<file path="src/rtl/lcd_pkg.sv">
// Shared constants and types for the lidar capsule decoder.
`timescale 1ns / 1ps
package lcd_pkg;

    localparam int CAPSULE_BYTES   = 84;
    localparam int CABIN_COUNT     = 16;
    localparam int CABIN_BYTES     = 5;
    localparam int CABIN_BASE      = 4;
    localparam int FULL_CIRCLE_Q6  = 360 << 6;
    localparam int RAM_AW          = 8;
    localparam int RAM_DEPTH       = 1 << RAM_AW;

    localparam logic [1:0] ST_POINT = 2'd0;
    localparam logic [1:0] ST_CSUM  = 2'd1;
    localparam logic [1:0] ST_NOPTS = 2'd2;

    localparam logic [1:0] REG_SYNC_FIRST  = 2'd0;
    localparam logic [1:0] REG_SYNC_SECOND = 2'd1;
    localparam logic [1:0] REG_QUALITY     = 2'd2;

    typedef struct packed {
        logic [3:0] sync_first;
        logic [3:0] sync_second;
        logic [7:0] quality;
    } cfg_t;

    typedef struct packed {
        logic       take_byte;
        logic       rd_en;
        logic [2:0] rd_sel;
        logic       cap_en;
        logic [2:0] cap_sel;
        logic [3:0] cabin;
        logic       load_point;
        logic       half;
        logic       last_pt;
        logic       load_status;
        logic [1:0] status_code;
    } cmd_t;

    typedef struct packed {
        logic cap_end;
        logic csum_bad;
        logic decode;
    } evt_t;

endpackage

</file>
<file path="src/rtl/lcd_ram.sv">
// Generic single-write, single-read RAM with registered read data.
`timescale 1ns / 1ps
module lcd_ram #(
    parameter int WIDTH = 8,
    parameter int DEPTH = 256
) (
    input  logic                     aclk,
    input  logic                     we,
    input  logic [$clog2(DEPTH)-1:0] waddr,
    input  logic [WIDTH-1:0]         wdata,
    input  logic                     re,
    input  logic [$clog2(DEPTH)-1:0] raddr,
    output logic [WIDTH-1:0]         rdata
);

    logic [WIDTH-1:0] mem [DEPTH];
    logic [WIDTH-1:0] rdata_reg;

    always_ff @(posedge aclk) begin
        if (we) begin
            mem[waddr] <= wdata;
        end
        if (re) begin
            rdata_reg <= mem[raddr];
        end
    end

    assign rdata = rdata_reg;

endmodule

</file>
<file path="src/rtl/lcd_datapath.sv">
// Capsule framing, double-buffered capsule store and point computation.
`timescale 1ns / 1ps
module lcd_datapath (
    input  logic               aclk,
    input  logic               aresetn,
    input  lcd_pkg::cfg_t      cfg,
    input  lcd_pkg::cmd_t      cmd,
    output lcd_pkg::evt_t      evt,
    input  logic [7:0]         in_byte,
    input  logic               in_restart,
    output logic [1:0]         out_status,
    output logic [14:0]        out_angle,
    output logic [15:0]        out_distance,
    output logic [7:0]         out_quality,
    output logic [15:0]        out_revs,
    output logic               out_last
);
    import lcd_pkg::*;

    localparam logic [15:0] FULL16 = 16'(FULL_CIRCLE_Q6);

    logic [6:0]  pos_reg, pos_next;
    logic [7:0]  xor_reg, xor_next;
    logic [7:0]  sum_reg, sum_next;
    logic [15:0] cur_reg, cur_next;
    logic [14:0] prev_reg, prev_next;
    logic        pv_reg, pv_next;
    logic        bank_reg, bank_next;
    logic [15:0] wrap_reg, wrap_next;
    logic [10:0] inc_reg, inc_next;
    logic [14:0] raw_reg, raw_next;
    logic [7:0]  cab_reg [CABIN_BYTES];
    logic [1:0]  st_reg, st_next;
    logic [14:0] ang_reg, ang_next;
    logic [15:0] dist_reg, dist_next;
    logic [7:0]  qual_reg, qual_next;
    logic        last_reg, last_next;

    logic [6:0]  pos_eff;
    logic [7:0]  xor_eff, xor_new;
    logic        sync_fail;
    logic [15:0] diff, diff_w;
    logic        wrap_hit;
    logic [14:0] raw_init;
    logic        ram_we;
    logic [RAM_AW-1:0] waddr, raddr;
    logic [6:0]  roff;
    logic [7:0]  rdata;
    logic [15:0] word;
    logic [5:0]  off6;
    logic [16:0] off_ext, a_raw;
    logic [14:0] a_fix;
    logic [15:0] raw_sum;
    logic [15:0] dist_w;

    assign pos_eff   = in_restart ? 7'd0 : pos_reg;
    assign xor_eff   = in_restart ? 8'd0 : xor_reg;
    assign sync_fail = (pos_eff == 7'd0 && in_byte[7:4] != cfg.sync_first) ||
                       (pos_eff == 7'd1 && in_byte[7:4] != cfg.sync_second);
    assign xor_new   = (pos_eff >= 7'd2) ? (xor_eff ^ in_byte) : xor_eff;

    assign evt.cap_end  = !sync_fail && pos_eff == 7'(CAPSULE_BYTES - 1);
    assign evt.csum_bad = sum_reg != xor_new;
    assign evt.decode   = pv_reg && !cur_reg[15];

    assign wrap_hit = prev_reg > cur_reg[14:0];
    assign diff     = {1'b0, cur_reg[14:0]} - {1'b0, prev_reg};
    assign diff_w   = wrap_hit ? diff + FULL16 : diff;
    assign raw_init = ({1'b0, prev_reg} >= FULL16) ? 15'({1'b0, prev_reg} - FULL16)
                                                   : prev_reg;

    assign ram_we = cmd.take_byte && !sync_fail;
    assign waddr  = {bank_reg, pos_eff};
    assign roff   = 7'(CABIN_BASE) + {1'b0, cmd.cabin, 2'b00} + {3'b000, cmd.cabin}
                  + {4'b0000, cmd.rd_sel};
    assign raddr  = {bank_reg, roff};

    lcd_ram #(.WIDTH(8), .DEPTH(RAM_DEPTH)) u_ram (
        .aclk  (aclk),
        .we    (ram_we),
        .waddr (waddr),
        .wdata (in_byte),
        .re    (cmd.rd_en),
        .raddr (raddr),
        .rdata (rdata)
    );

    assign word    = cmd.half ? {cab_reg[3], cab_reg[2]} : {cab_reg[1], cab_reg[0]};
    assign off6    = cmd.half ? {cab_reg[2][1:0], cab_reg[4][7:4]}
                              : {cab_reg[0][1:0], cab_reg[4][3:0]};
    assign off_ext = {{8{off6[5]}}, off6, 3'b000};
    assign a_raw   = {2'b00, raw_reg} - off_ext;
    assign a_fix   = a_raw[16] ? 15'(a_raw + 17'(FULL_CIRCLE_Q6))
                   : (a_raw >= 17'(FULL_CIRCLE_Q6)) ? 15'(a_raw - 17'(FULL_CIRCLE_Q6))
                   : a_raw[14:0];
    assign raw_sum = {1'b0, raw_reg} + {5'b00000, inc_reg};
    assign dist_w  = {word[15:2], 2'b00};

    always_comb begin
        pos_next  = pos_reg;
        xor_next  = xor_reg;
        sum_next  = sum_reg;
        cur_next  = cur_reg;
        prev_next = prev_reg;
        pv_next   = pv_reg;
        bank_next = bank_reg;
        wrap_next = wrap_reg;
        inc_next  = inc_reg;
        raw_next  = raw_reg;
        st_next   = st_reg;
        ang_next  = ang_reg;
        dist_next = dist_reg;
        qual_next = qual_reg;
        last_next = last_reg;
        if (cmd.take_byte) begin
            if (sync_fail) begin
                pos_next = '0;
                xor_next = '0;
                pv_next  = 1'b0;
            end else begin
                case (pos_eff)
                    7'd0:    sum_next[3:0]  = in_byte[3:0];
                    7'd1:    sum_next[7:4]  = in_byte[3:0];
                    7'd2:    cur_next[7:0]  = in_byte;
                    7'd3:    cur_next[15:8] = in_byte;
                    default: ;
                endcase
                if (evt.cap_end) begin
                    pos_next = '0;
                    xor_next = '0;
                    if (evt.csum_bad) begin
                        pv_next = 1'b0;
                    end else begin
                        pv_next   = 1'b1;
                        prev_next = cur_reg[14:0];
                        bank_next = !bank_reg;
                        if (evt.decode) begin
                            inc_next  = diff_w[15:5];
                            raw_next  = raw_init;
                            wrap_next = wrap_reg + {15'd0, wrap_hit};
                        end
                    end
                end else begin
                    pos_next = pos_eff + 7'd1;
                    xor_next = xor_new;
                end
            end
        end
        if (cmd.load_status) begin
            st_next   = cmd.status_code;
            ang_next  = '0;
            dist_next = '0;
            qual_next = '0;
            last_next = 1'b1;
        end
        if (cmd.load_point) begin
            st_next   = ST_POINT;
            ang_next  = a_fix;
            dist_next = dist_w;
            qual_next = (dist_w != 16'd0) ? cfg.quality : 8'd0;
            last_next = cmd.last_pt;
            raw_next  = (raw_sum >= FULL16) ? 15'(raw_sum - FULL16) : raw_sum[14:0];
        end
    end

    always_ff @(posedge aclk) begin
        if (!aresetn) begin
            pos_reg  <= '0;
            xor_reg  <= '0;
            pv_reg   <= 1'b0;
            bank_reg <= 1'b0;
            wrap_reg <= '0;
        end else begin
            pos_reg  <= pos_next;
            xor_reg  <= xor_next;
            pv_reg   <= pv_next;
            bank_reg <= bank_next;
            wrap_reg <= wrap_next;
        end
        sum_reg  <= sum_next;
        cur_reg  <= cur_next;
        prev_reg <= prev_next;
        inc_reg  <= inc_next;
        raw_reg  <= raw_next;
        st_reg   <= st_next;
        ang_reg  <= ang_next;
        dist_reg <= dist_next;
        qual_reg <= qual_next;
        last_reg <= last_next;
        if (cmd.cap_en) begin
            cab_reg[cmd.cap_sel] <= rdata;
        end
    end

    assign out_status   = st_reg;
    assign out_angle    = ang_reg;
    assign out_distance = dist_reg;
    assign out_quality  = qual_reg;
    assign out_revs     = wrap_reg;
    assign out_last     = last_reg;

endmodule

</file>
<file path="src/rtl/lcd_ctrl.sv">
// Controller state machine: byte intake, cabin reads and result transfers.
`timescale 1ns / 1ps
module lcd_ctrl (
    input  logic          aclk,
    input  logic          aresetn,
    input  logic          in_valid,
    output logic          in_ready,
    output logic          out_valid,
    input  logic          out_ready,
    input  lcd_pkg::evt_t evt,
    output lcd_pkg::cmd_t cmd
);
    import lcd_pkg::*;

    typedef enum logic [2:0] {S_IDLE, S_READ, S_LOAD, S_SEND, S_STATUS} state_t;

    state_t     state_reg;
    logic [3:0] cabin_reg;
    logic [2:0] k_reg;
    logic       half_reg;
    logic       valid_reg;
    logic       go_decode;

    assign in_ready  = state_reg == S_IDLE;
    assign out_valid = valid_reg;
    assign go_decode = evt.cap_end && !evt.csum_bad && evt.decode;

    always_comb begin
        cmd.take_byte   = in_ready && in_valid;
        cmd.rd_en       = state_reg == S_READ && k_reg < 3'(CABIN_BYTES);
        cmd.rd_sel      = k_reg;
        cmd.cap_en      = state_reg == S_READ && k_reg != 3'd0;
        cmd.cap_sel     = k_reg - 3'd1;
        cmd.cabin       = cabin_reg;
        cmd.load_point  = state_reg == S_LOAD;
        cmd.half        = half_reg;
        cmd.last_pt     = half_reg && cabin_reg == 4'(CABIN_COUNT - 1);
        cmd.load_status = cmd.take_byte && evt.cap_end && !go_decode;
        cmd.status_code = evt.csum_bad ? ST_CSUM : ST_NOPTS;
    end

    always_ff @(posedge aclk) begin
        if (!aresetn) begin
            state_reg <= S_IDLE;
            cabin_reg <= '0;
            k_reg     <= '0;
            half_reg  <= 1'b0;
            valid_reg <= 1'b0;
        end else begin
            case (state_reg)
                S_IDLE: begin
                    if (cmd.take_byte && go_decode) begin
                        state_reg <= S_READ;
                        cabin_reg <= '0;
                        k_reg     <= '0;
                    end else if (cmd.load_status) begin
                        state_reg <= S_STATUS;
                        valid_reg <= 1'b1;
                    end
                end
                S_READ: begin
                    if (k_reg == 3'(CABIN_BYTES)) begin
                        state_reg <= S_LOAD;
                        half_reg  <= 1'b0;
                    end else begin
                        k_reg <= k_reg + 3'd1;
                    end
                end
                S_LOAD: begin
                    state_reg <= S_SEND;
                    valid_reg <= 1'b1;
                end
                S_SEND: begin
                    if (out_ready) begin
                        valid_reg <= 1'b0;
                        if (!half_reg) begin
                            half_reg  <= 1'b1;
                            state_reg <= S_LOAD;
                        end else if (cabin_reg == 4'(CABIN_COUNT - 1)) begin
                            state_reg <= S_IDLE;
                        end else begin
                            cabin_reg <= cabin_reg + 4'd1;
                            k_reg     <= '0;
                            state_reg <= S_READ;
                        end
                    end
                end
                S_STATUS: begin
                    if (out_ready) begin
                        valid_reg <= 1'b0;
                        state_reg <= S_IDLE;
                    end
                end
                default: state_reg <= S_IDLE;
            endcase
        end
    end

endmodule

</file>
<file path="src/rtl/lidar_capsule_decoder.sv">
// Top level of the lidar express-scan capsule decoder with its register port.
// A status result is valid the cycle after the byte that closes its capsule.
// The closing byte of a valid capsule starts decode of the cached capsule:
// 16 cabins, each read from the RAM (5 bytes) and then sent as 2 points;
// no byte is taken until that decode is done.
// Synchronous active-low reset clears framing, cache valid and wrap count.
`timescale 1ns / 1ps
module lidar_capsule_decoder (
    input  logic        aclk,
    input  logic        aresetn,
    input  logic        s_tvalid,
    output logic        s_tready,
    input  logic [7:0]  s_tdata,   // rx_byte
    input  logic [0:0]  s_tuser,   // restart
    output logic        m_tvalid,
    input  logic        m_tready,
    output logic [55:0] m_tdata,   // angle, distance, quality, revolution_count
    output logic [1:0]  m_tuser,   // status
    output logic        m_tlast,
    input  logic        psel,
    input  logic        penable,
    input  logic        pwrite,
    input  logic [3:0]  paddr,
    input  logic [31:0] pwdata,
    output logic [31:0] prdata,
    output logic        pready
);
    import lcd_pkg::*;

    cfg_t        cfg_reg;
    cmd_t        cmd;
    evt_t        evt;
    logic [14:0] angle;
    logic [15:0] distance;
    logic [7:0]  quality;
    logic [15:0] revs;

    assign pready = 1'b1;

    always_ff @(posedge aclk) begin
        if (!aresetn) begin
            cfg_reg.sync_first  <= 4'd10;
            cfg_reg.sync_second <= 4'd5;
            cfg_reg.quality     <= 8'd188;
        end else if (psel && penable && pwrite && pready) begin
            case (paddr[3:2])
                REG_SYNC_FIRST:  cfg_reg.sync_first  <= pwdata[3:0];
                REG_SYNC_SECOND: cfg_reg.sync_second <= pwdata[3:0];
                REG_QUALITY:     cfg_reg.quality     <= pwdata[7:0];
                default: ;
            endcase
        end
    end

    always_comb begin
        case (paddr[3:2])
            REG_SYNC_FIRST:  prdata = {28'd0, cfg_reg.sync_first};
            REG_SYNC_SECOND: prdata = {28'd0, cfg_reg.sync_second};
            REG_QUALITY:     prdata = {24'd0, cfg_reg.quality};
            default:         prdata = '0;
        endcase
    end

    lcd_ctrl u_ctrl (
        .aclk      (aclk),
        .aresetn   (aresetn),
        .in_valid  (s_tvalid),
        .in_ready  (s_tready),
        .out_valid (m_tvalid),
        .out_ready (m_tready),
        .evt       (evt),
        .cmd       (cmd)
    );

    lcd_datapath u_dp (
        .aclk         (aclk),
        .aresetn      (aresetn),
        .cfg          (cfg_reg),
        .cmd          (cmd),
        .evt          (evt),
        .in_byte      (s_tdata),
        .in_restart   (s_tuser[0]),
        .out_status   (m_tuser),
        .out_angle    (angle),
        .out_distance (distance),
        .out_quality  (quality),
        .out_revs     (revs),
        .out_last     (m_tlast)
    );

    assign m_tdata = {1'b0, revs, quality, distance, angle};

endmodule
</file>
<file path="config.mk">
export PLATFORM = sky130hd
export DESIGN_NAME = lidar_capsule_decoder
export DESIGN_NICKNAME = d
export VERILOG_FILES = /design/src/rtl/lcd_pkg.sv /design/src/rtl/lcd_ram.sv /design/src/rtl/lcd_datapath.sv /design/src/rtl/lcd_ctrl.sv /design/src/rtl/lidar_capsule_decoder.sv
export SDC_FILE = /design/constraint.sdc
export NUM_CORES = 2
export LEC_CHECK = 0
export BUFFER_PORTS_ARGS = -buffer_cell sky130_fd_sc_hd__buf_2
export CORE_ASPECT_RATIO = 0.5
export CORE_UTILIZATION = 63
export CTS_CLUSTER_SIZE = 12
export DETAILED_ROUTE_END_ITERATION = 8
export PLACE_DENSITY = 0.77
export SYNTH_ARGS = -nofsm -noshare
export SYNTH_HDL_FRONTEND = slang
export SYNTH_SLANG_ARGS = --single-unit
</file>
<file path="constraint.sdc">
create_clock -name aclk -period 5.4 [get_ports aclk]
set_input_delay 0.54 -clock aclk [delete_from_list [all_inputs] [get_ports aclk]]
set_output_delay 0.54 -clock aclk [all_outputs]
set_load 0.01 [all_outputs]
</file>
======== Yosys cells after proc, flatten, opt, wreduce, memory -nomap -nowiden ========
Memories as Yosys holds them, arrays and structs flattened. A register that Yosys moved wholly into a read port is not among the register bits.
Index checks and enable logic that the tools add are counted.
word-level totals
  register bits after elaboration ......... 166
  memory bits (writable) .................. 2088
  input port bits ......................... 52
  output and inout bits ................... 94
  word-level logic and storage cells ...... 196
  memories ................................ 2
operators by class
  $add $sub $neg .......................... 16
  $lt $le $gt $ge ......................... 6
  equal/unequal tests ..................... 28
  multiplexer cells ....................... 63
  bitwise operators ....................... 3
  reductions and logical operators ........ 53
memory list
  memory          depth  width  read ports  clocked after memory_dff  wr ports  RTL line            source
  u_dp.u_ram.mem  256    8      1           1                         1         lcd_ram.sv:16       logic [WIDTH-1:0] mem [DEPTH];
  u_dp.cab_reg    5      8      5           0                         1         lcd_datapath.sv:32  logic [7:0] cab_reg [CABIN_BYTES];
operators with widths
  cell                                                                                   number
  15-bit 2-to-1 mux                                                                      12
  16-bit 2-to-1 mux                                                                      4
  8-bit 2-to-1 mux                                                                       7
  15-bit subtractor, second input constant                                               3
  3-bit 2-to-1 mux                                                                       11
  8-bit case mux with 3 select lines                                                     1
  7-bit 2-to-1 mux                                                                       3
  2-bit inequality test, second input constant                                           10
  17-bit by 15-bit greater-or-equal comparator with 1-bit output, second input constant  1
  16-bit by 9-bit subtractor with 17-bit output                                          1
  15-bit by 11-bit adder with 16-bit output                                              1
  16-bit by 1-bit adder with 16-bit output                                               1
  16-bit by 15-bit adder with 16-bit output, second input constant                       1
  16-bit by 15-bit greater-or-equal comparator with 1-bit output, second input constant  1
  1-bit logical AND                                                                      16
  4-bit 2-to-1 mux                                                                       4
  16-bit nonzero test                                                                    1
  15-bit by 15-bit subtractor with 16-bit output                                         1
  15-bit adder, second input constant                                                    1
  15-bit greater-or-equal comparator, second input constant                              1
  15-bit greater-than comparator                                                         1
  3-bit case mux with 5 select lines                                                     1
  3-bit AND reduction                                                                    5
  5-bit AND reduction                                                                    3
  other kinds (42)                                                                       78

======== Longest topological paths before layout ========
  depth after elaboration ................. 13
  gate-level depth with buffers ........... 16
  mapped depth without buffers ............ 16

======== By module ========
A second synthesis with hierarchy kept.
second synthesis, totals
  cells, all modules ...................... 4929
  area, all modules ....................... 92023.3 um^2
modules (own cells, without submodules)
  module                 instances  cells each  area each (um^2)  sequential area each (um^2)
  lcd_ram                1          3733        79636.4           61739.2
  lcd_datapath           1          972         10540.1           4994.8
  lidar_capsule_decoder  1          121         988.4             320.3
  lcd_ctrl               1          103         858.3             240.2

======== Worst setup path after synthesis ========
Ideal clock, no wire load.
  kind .................................... register to register
  start point ............................. reg u_ctrl.k_reg[2]
  end point ............................... reg u_dp.u_ram.rdata_reg[0] (netlist: u_dp.u_ram.rdata[0]), read port of u_dp.u_ram.mem, data pin
  library setup time ...................... 0.272 ns
  arrival time ............................ 4.523 ns
  required time ........................... 5.128 ns
  path slack .............................. 0.605 ns
  stages on the path, launching flop included .. 14
  buffers on the path ..................... 3
  period minus slack after synthesis ...... 4.795 ns
  cells stage by stage .................... dfxtp_1 clkbuf_1 inv_1 ha_1 fa_1 inv_1 ha_1 fa_1 xor2_1 buf_2 buf_1 mux4_2 mux4_2 mux4_2
on the way
  longest elaborated chain between the ends .. 2
  elaborated cells between the ends (all ways) .. 3
  those cells by class .................... 1 x add/sub; 1 x order compare; 1 x reduce/logical
ends and longest elaborated chain
  item                                                                                            RTL line        source
  start, declared                                                                                 lcd_ctrl.sv:19  logic [2:0] k_reg;
  start signal, assigned                                                                          lcd_ctrl.sv:66  k_reg <= k_reg + 3'd1;
  parallel branches: the longest is 2 deep, another holds 7-bit by 3-bit adder with 7-bit output  -
  end, declared                                                                                   lcd_ram.sv:17   logic [WIDTH-1:0] rdata_reg;
Parallel ways; which one is timed is not known.
A chain may end at the register's enable or synchronous reset.

======== Worst setup path in the final report ========
  start point ............................. reg u_ctrl.k_reg[2]
  end point ............................... reg u_dp.u_ram.rdata_reg[2] (netlist: u_dp.u_ram.rdata[2]), read port of u_dp.u_ram.mem, data pin
Same word-level chain as after synthesis.

==> reports/metrics.cfg <==
[detailed_routing]
finalWirelength_mm = 228.8
drtPass1Iterations = 8
ant_nets = 0
via_count = 46876
wl_met2_mm = 109.4
wl_met1_mm = 82.11
routed.top_layer = met5
wl_per_cell_um = 34.98
wl_met3_mm = 28.98
via_per_inst = 7.164
drc = 0
drt_iter0_markers = 6532

[die]
initial_core_util_pct = 63.62
core_area_sq_um = 143100
ioPinCount = 146
die_area_sq_um = 146100
die_w_um = 539.6
row_count = 98
die_h_um = 270.8

[logic_synthesis]
async_flop_share_pct = 0
yosysMostFrequentCell = edfxtp_1
synth.largest_area_cell = edfxtp_1
ys_ff_latch = 2262
synth_area_leaders = edfxtp_1, mux4_2, nor2_1, dfxtp_1, ha_1
ys_types = 84
netlist.area_leader.share_pct = 72.53
synthCells = 4416
syn_area_sq_um = 91040
syn_avg_cell_area_sq_um = 20.62
synth_edf_count = 2199
yosys_warnings = 0
ys.flop_type = edfxtp_1
synth_common_cells = edfxtp_1, mux4_2, nor2_1
ys_seq_area_share_pct = 73.92

[timing]
clock.fmax_mhz = 201.5
holdWs_ns = 0.06410
finalCritPeriodShare_pct = 91.89
min_period_ns = 4.962
tightest_slew_ns = 1.338
relSlewSlack_pct = 10.08
rsz0062_at_grt = no
final.setup.tns_ns = 0
fin_skew_ns = 0.04964
maxSlewViolCount = 0
hold_violations = 0
setup_viol = 0

[critical_path]
path_cells = inv_1 -> ha_1 -> fa_1 -> inv_1 -> ha_4 -> fa_2 -> xor2_4 -> buf_12 -> buf_4 -> mux4_2 -> mux4_2 -> mux4_2
worst_ep_required_time_ns = 5.96
max_stage_delay_ns = 0.62
startpoint_type = flop
cpMostUsedCell = mux4_2
cp_top_family = multiplexers
r2r_cells = 12
slowest_stage = mux4_2
critPathArrivalTime_ns = 5.52
path_max_fanout = 28
setup.worst_path.end_class = flop
cp_num_cells = 12
worst-path-buf-inv = 4
crit_type = flop to flop

[cts]
cts_inserted_buffers = 208
tritoncts = yes
clk_path_buf_depth = 3
clock_latency_ns = 0.84
cts_sinks = 2262
postCtsResizedCells = 0
clockRootBuffer = clkbuf_16
h-tree-depth = 4
post-cts-setup-buffers = 0
clkTransAtPathRegs_ns = 0.06
holdBufCountCts = 8

[global_routing]
gr-usage-all-layers_pct = 31.96
grt_pass1_vias = 47023
grt.overflow.total = 0
grt_max_degree = 218
grt_first_pass_wirelength_mm = 332.7
antenna_found_initial = 8

[cells_and_area]
syn_to_final_growth_pct = 9.663
nets = 4717
layout-drive-gt1-share_pct = 24.42
largest_reg_flops = 2048

[min_path]
hold_path.class = input pin to flop
whs_path_depth = 2

[power_and_ir_drop]
vdd_drop_max_mv = 0.2827
power.leakage_nw = 30.67
power_density_nw_per_um2 = 329.7

[placed_design]
gp_congestion = 0.8628
portBuffers = 91
dpl.hpwl_mm = 129.3

[outcome]
status = completed

[flow_run]
drv_cap = 0

==> layout make-up <==
cell class                 instances  area [sq um]
multi-input combinational       1864         22530
sequential                      2262         67290
antenna                            3         7.507
tap                             1900          2377
clock inverter                    19         280.3
inverter                          55         206.4
timing repair buffer             203          1759
fill                            7893         43260
clock buffer                     237          5376
==> worst register-to-register path, cell delays in order, from the launching register on <==
cell and delay (ns):
dfxtp_1 0.46, inv_1 0.12, ha_1 0.30, fa_1 0.51
inv_1 0.07, ha_4 0.17, fa_2 0.43, xor2_4 0.27
buf_12 0.30, buf_4 0.37, mux4_2 0.59, mux4_2 0.62
mux4_2 0.51
==> path summary, 6_finish.rpt <==
check	from	to	slack, ns
min reg2reg	u_dp.cur_reg[0]	u_dp.prev_reg[0]	0.40
min	aresetn	cfg_reg[8]	0.06
max reg2reg	u_ctrl.k_reg[2]	u_dp.u_ram.rdata[2]	0.44
max	u_ctrl.k_reg[2]	u_dp.u_ram.rdata[2]	0.44
==> layer usage <==
metal / up-vias / track usage (%)
met5: - / 0
met4: 4 / 11.21
met3: 517 / 9.323
met2: 3448 / 49.77
met1: 24479 / 43.88
li1: 18428 / -
==> cells by family (layout without fill, tap and decap cells) <==
logic type               count (synthesis)  in the layout  synth area share (%)
AO/OA/AOI/OAI                          264            264                 1.879
XOR/XNOR                                68             68                0.7147
flip-flops                            2262           2262                 73.92
AND/OR/NAND/NOR                        715            715                 3.689
multiplexers                           718            718                 17.24
adder cells (fa/ha/maj)                 71             71                 1.009
buffers and inverters                  316            514                 1.538
other                                    2             31              0.008249
==> stage by stage <==
step | cell area (sq um) | total power, mW | util (%) | cells | setup slack [ns]
global route | 99830 | 33.57 | 69.77 | 6541 | 0.3050
finish | 99840 | 32.92 | 69.77 | 6543 | 0.4378
detailed placement | 94090 | 19.97 | 65.75 | 6276 | 0.5355
floorplan | 91140 | 19.67 | - | 4442 | 0.6053
global placement | 94090 | 19.94 | 65.75 | 6276 | 0.5449
CTS | 99820 | 32.95 | 69.76 | 6540 | 0.4728
==> placed cells by master, fill, tap and decap left out, drive strengths merged, types with 14 or more instances in the layout <==
| cell | synthesis | routed |
|---|---|---|
| nor3 | 29 | 29 |
| nand2 | 102 | 102 |
| xor2 | 34 | 34 |
| ha | 67 | 67 |
| dfxtp | 63 | 63 |
| nor2b | 24 | 24 |
| nor2 | 367 | 367 |
| and3 | 17 | 17 |
| edfxtp | 2199 | 2199 |
| buf | 121 | 195 |
| nor4 | 16 | 16 |
| nand4 | 18 | 18 |
| nand3 | 29 | 29 |
| mux4 | 680 | 680 |
| o21ai | 64 | 64 |
| xnor2 | 30 | 30 |
| a21oi | 79 | 79 |
| clkbuf | 140 | 237 |
| conb | 2 | 28 |
| and2 | 25 | 25 |
| a21o | 14 | 14 |
| mux2i | 35 | 35 |
| nand2b | 21 | 21 |
| inv | 55 | 60 |
==> power by group <==
group          leakage, nW  switching (mW)  internal [mW]
Clock                 2.75            6.32           6.98
Sequential            20.4         0.00217           19.2
Combinational         7.56           0.337         0.0465
Power figures use the tool's default switching activity.
